## src/hw/rtl/ttnc_ram.sv

```systemverilog
// generic single-port ram with registered read
`default_nettype none

module ttnc_ram #(
  parameter int WIDTH = 8,
  parameter int DEPTH = 16
) (
  input  wire logic                     clk,
  input  wire logic                     we,
  input  wire logic [$clog2(DEPTH)-1:0] addr,
  input  wire logic [WIDTH-1:0]         wdata,
  output      logic [WIDTH-1:0]         rdata
);

  logic [WIDTH-1:0] mem [DEPTH];

  always_ff @(posedge clk) begin
    if (we) begin
      mem[addr] <= wdata;
    end
    rdata <= mem[addr];
  end

endmodule

`default_nettype wire

```

## config.mk

```make
export PLATFORM = sky130hd
export DESIGN_NAME = ttnc_ram
export DESIGN_NICKNAME = d
export VERILOG_FILES = /design/src/hw/rtl/ttnc_ram.sv
export SDC_FILE = /design/constraint.sdc
export NUM_CORES = 1
export LEC_CHECK = 0
export BUFFER_PORTS_ARGS = -buffer_cell sky130_fd_sc_hd__buf_2
export CORE_ASPECT_RATIO = 1.75
export CORE_UTILIZATION = 55
export DETAILED_ROUTE_END_ITERATION = 10
export GPL_ROUTABILITY_DRIVEN = 1
export MAX_ROUTING_LAYER = met4
export PLACE_DENSITY = 0.72
export SYNTH_ARGS = -nofsm -noshare
export SYNTH_HDL_FRONTEND = slang
export SYNTH_SLANG_ARGS = --single-unit
```

## constraint.sdc

```tcl
create_clock -name clk -period 2.7 [get_ports clk]
set_input_delay 0 -clock clk [delete_from_list [all_inputs] [get_ports clk]]
set_output_delay 0 -clock clk [all_outputs]
set_load 0.05 [all_outputs]
```

==> impl_metrics.env <==
export IMPL_floorplan_die_area_um2=9620
export IMPL_core_area_um2=8980
export IMPL_vias=2393
export IMPL_post_synthesis_compound_gate_area_fraction=0.0237
export IMPL_global_route_usage_met2=0.389
export IMPL_ys_dominant_reg_cell="edfxtp_1"
export IMPL_unrepaired_setup_endpoints_after_global_routing="no"
export IMPL_startpoint_type="register"
export IMPL_setup_worst_path_class="reg -> reg"
export IMPL_number_of_pins_with_negative_max_slew_slack_in_the_final_report=0
export IMPL_post_synth_and_or_nand_nor_area_fraction=0.0321
export IMPL_postCtsSetupRepairBufs=0
export IMPL_timing_critical_path_required_ns=2.98
export IMPL_placementRows=46
export IMPL_dp_final_hpwl_um=6050
export IMPL_via_count_of_the_first_global_routing_pass=2641
export IMPL_detail_route_first_pass_iterations=4
export IMPL_final_setup_skew_ns=0.00662
export IMPL_drt_iter0_markers=159
export IMPL_post_route_worst_setup_slack_ns=1.33
export IMPL_finalCriticalPeriod_ns=1.37
export IMPL_route_detailed_vias_per_inst=5.72
export IMPL_critical_path_top_delay_cell="mux4_2"
export IMPL_clock_tree_buffer_depth=2
export IMPL_hold_path_class="in -> reg"
export IMPL_grt_use_met1=0.266
export IMPL_layout_nets=299
export IMPL_clk_pin_slew_worst_paths_ns=0.05
export IMPL_timing_slew_headroom=0.452
export IMPL_cts_htree_levels=4
export IMPL_synthToLayoutAreaGrowth_pct=19.1
export IMPL_yosysUniqueCellTypes=18
export IMPL_weighted_congestion_at_the_end_of_routability_driven_global_placement=0.781
export IMPL_drive_gt1_frac=0.322
export IMPL_crit_path_cell_trace="mux4_2 > a22oi_1 > nand2_1"
export IMPL_grt_first_pass_wirelength_um=14700
export IMPL_register_area_um2=4000
export IMPL_die_h_um=129
export IMPL_numClockSinks=136
export IMPL_layout_worst_path_cycle_share=0.506
export IMPL_cell_chosen_for_the_clock_root="clkbuf_16"
export IMPL_area_taken_by_multi_input_logic_gates_um2=1000
export IMPL_wire_per_inst_um=22.2
export IMPL_max_cap_violations=0
export IMPL_boundaryPins=22
export IMPL_final_setup_tns_ns=0
export IMPL_synth_nets=244
export IMPL_floorplan_initialDensity=0.564
export IMPL_worst_path_max_fanout=1
export IMPL_max_vdd_ir_drop_mv=0.594
export IMPL_synth_top_family_by_area="multiplexers"
export IMPL_ctsResizeCount=0
export IMPL_synthesis_area_um2=5070
export IMPL_worst_pin_slew_ns=0.819
export IMPL_outcome="finished, final reports clean"
export IMPL_globalRoute_totalOverflow=0
export IMPL_post_synthesis_share_of_cell_area_spent_on_xor_and_xnor_gates=0
export IMPL_synth_seq_area_share=0.790
export IMPL_mostFrequentLayoutCells="edfxtp_1 (128), mux4_2 (32), buf_2 (21)"
export IMPL_finalWirelength_um=9300
export IMPL_async_flop_share=0
export IMPL_post_place_ws_ns=0.961
export IMPL_grt_max_degree=33
export IMPL_power_leakage_nw=2.02
export IMPL_synth_area_per_cell_um2=22.0
export IMPL_cts_buffer_count=17
export IMPL_grt_busiest_layer="met2"
export IMPL_postRouteAntennaNets=0
export IMPL_count_of_yosys_warnings_during_synthesis=0
export IMPL_grt_total_usage=0.237
export IMPL_io_buffers=21
export IMPL_antenna_found_initial=0
export IMPL_arrival_ns=1.64
export IMPL_synth_fa_ha_area_frac=0
export IMPL_die_extent_in_x_um=74.6
export IMPL_worst_setup_path_end_kind="register"
export IMPL_critical_path_max_stage_delay_ns=0.48
export IMPL_synth_edf_count=128
export IMPL_postSynthRegisterBits=136
export IMPL_timing_fmax_mhz=732
export IMPL_post_route_drc_count=0
export IMPL_latest_clock_arrival_within_the_worst_skew_pair_ns=0.41
export IMPL_globalRouteMet3Util=0.0775
export IMPL_final_common_cell="edfxtp_1"
export IMPL_number_of_setup_violations_in_the_final_report=0
export IMPL_tritoncts_clock_tree="done"
export IMPL_muxShareOfSynthArea=0.142
export IMPL_powerDensity_nw_per_um2=781
export IMPL_synthCells=230
export IMPL_timing_final_hold_violations=0
export IMPL_n_fill_cell=613
export IMPL_num_antenna_cells=0
-- flip-flops by register name, indices dropped and copies added (netlist names) --
register  flops
mem         128
rdata         8
-- cell usage after synthesis (4+ instances only) --
library cell  count  area, um2
a22oi_1          16        120
edfxtp_1        128       3840
nor3_1            4       20.0
nand2_1           9       33.8
nor2_1           13       48.8
mux4_2           32        721
buf_1             4       15.0
dfxtp_1           8        160
-- area by class of cell --
type	instances	share of cell area
multi-input combinational	83	0.166
timing repair buffer	47	0.0552
clock buffer	29	0.0879
tap	120	0.0249
sequential	136	0.664
clock inverter	3	0.00207
-- stage by stage --
step / cells / utilization / instance area (um2) / hold slack, ns / total power, W
finish: 418 / 0.672 / 6030 / 0.178 / 0.00471
global route: 418 / 0.672 / 6030 / 0.191 / 0.00487
CTS: 418 / 0.672 / 6030 / 0.163 / 0.00475
detailed placement: 378 / 0.603 / 5410 / 0.397 / 0.00268
global placement: 378 / 0.603 / 5410 / 0.382 / 0.00267
floorplan: 230 / - / 5070 / 0.0989 / 0.00259
-- power breakdown --
part           switching, W  leakage (nW)  internal [W]
logic              0.000169         0.527      0.000100
registers         0.0000135          1.22       0.00236
clock network      0.000756         0.267       0.00131
-- layer usage --
| metal | vias up | wire length [um] |
|---|---|---|
| met2 | 70 | 5390 |
| li1 | 1076 | - |
| met1 | 1238 | 3440 |
| met3 | 9 | 356 |
| met5 | - | 0 |
| met4 | 0 | 113 |
-- worst paths after layout --
path                             start               end  slack (ns)  depth (start not counted)
hold / removal                 addr[1]  rdata[6]$_DFF_P_        0.18                          4
setup reg to reg   mem[3][2]$_DFFE_PP_  rdata[2]$_DFF_P_        1.33                          3
hold reg to reg   mem[12][5]$_DFFE_PP_  rdata[5]$_DFF_P_        0.68                          3
setup / recovery   mem[3][2]$_DFFE_PP_  rdata[2]$_DFF_P_        1.33                          3
-- worst max-delay path: cells and delay by family (launching register included) --
kind	cells	cell delay (ns)
AOI/OAI and AO/OA	1	0.25
DFF	1	0.38
muxes	1	0.48
and+or+nand+nor	1	0.13
-- repair_timing --
action,4_1_cts,5_1_grt
endpoints found under the setup margin,0,0
hold buffers,8,0
endpoints found under the hold margin,122,0
-- cells by family (layout without fill, tap and decap cells) --
kind of cell           after synthesis  in the layout
multiplexers                        32             32
AND/OR/NAND/NOR                     35             35
AO/OA/AOI/OAI                       16             16
flip-flops                         136            136
buffers and inverters               11             79
Note: power is estimated with default switching activity, not from simulation.
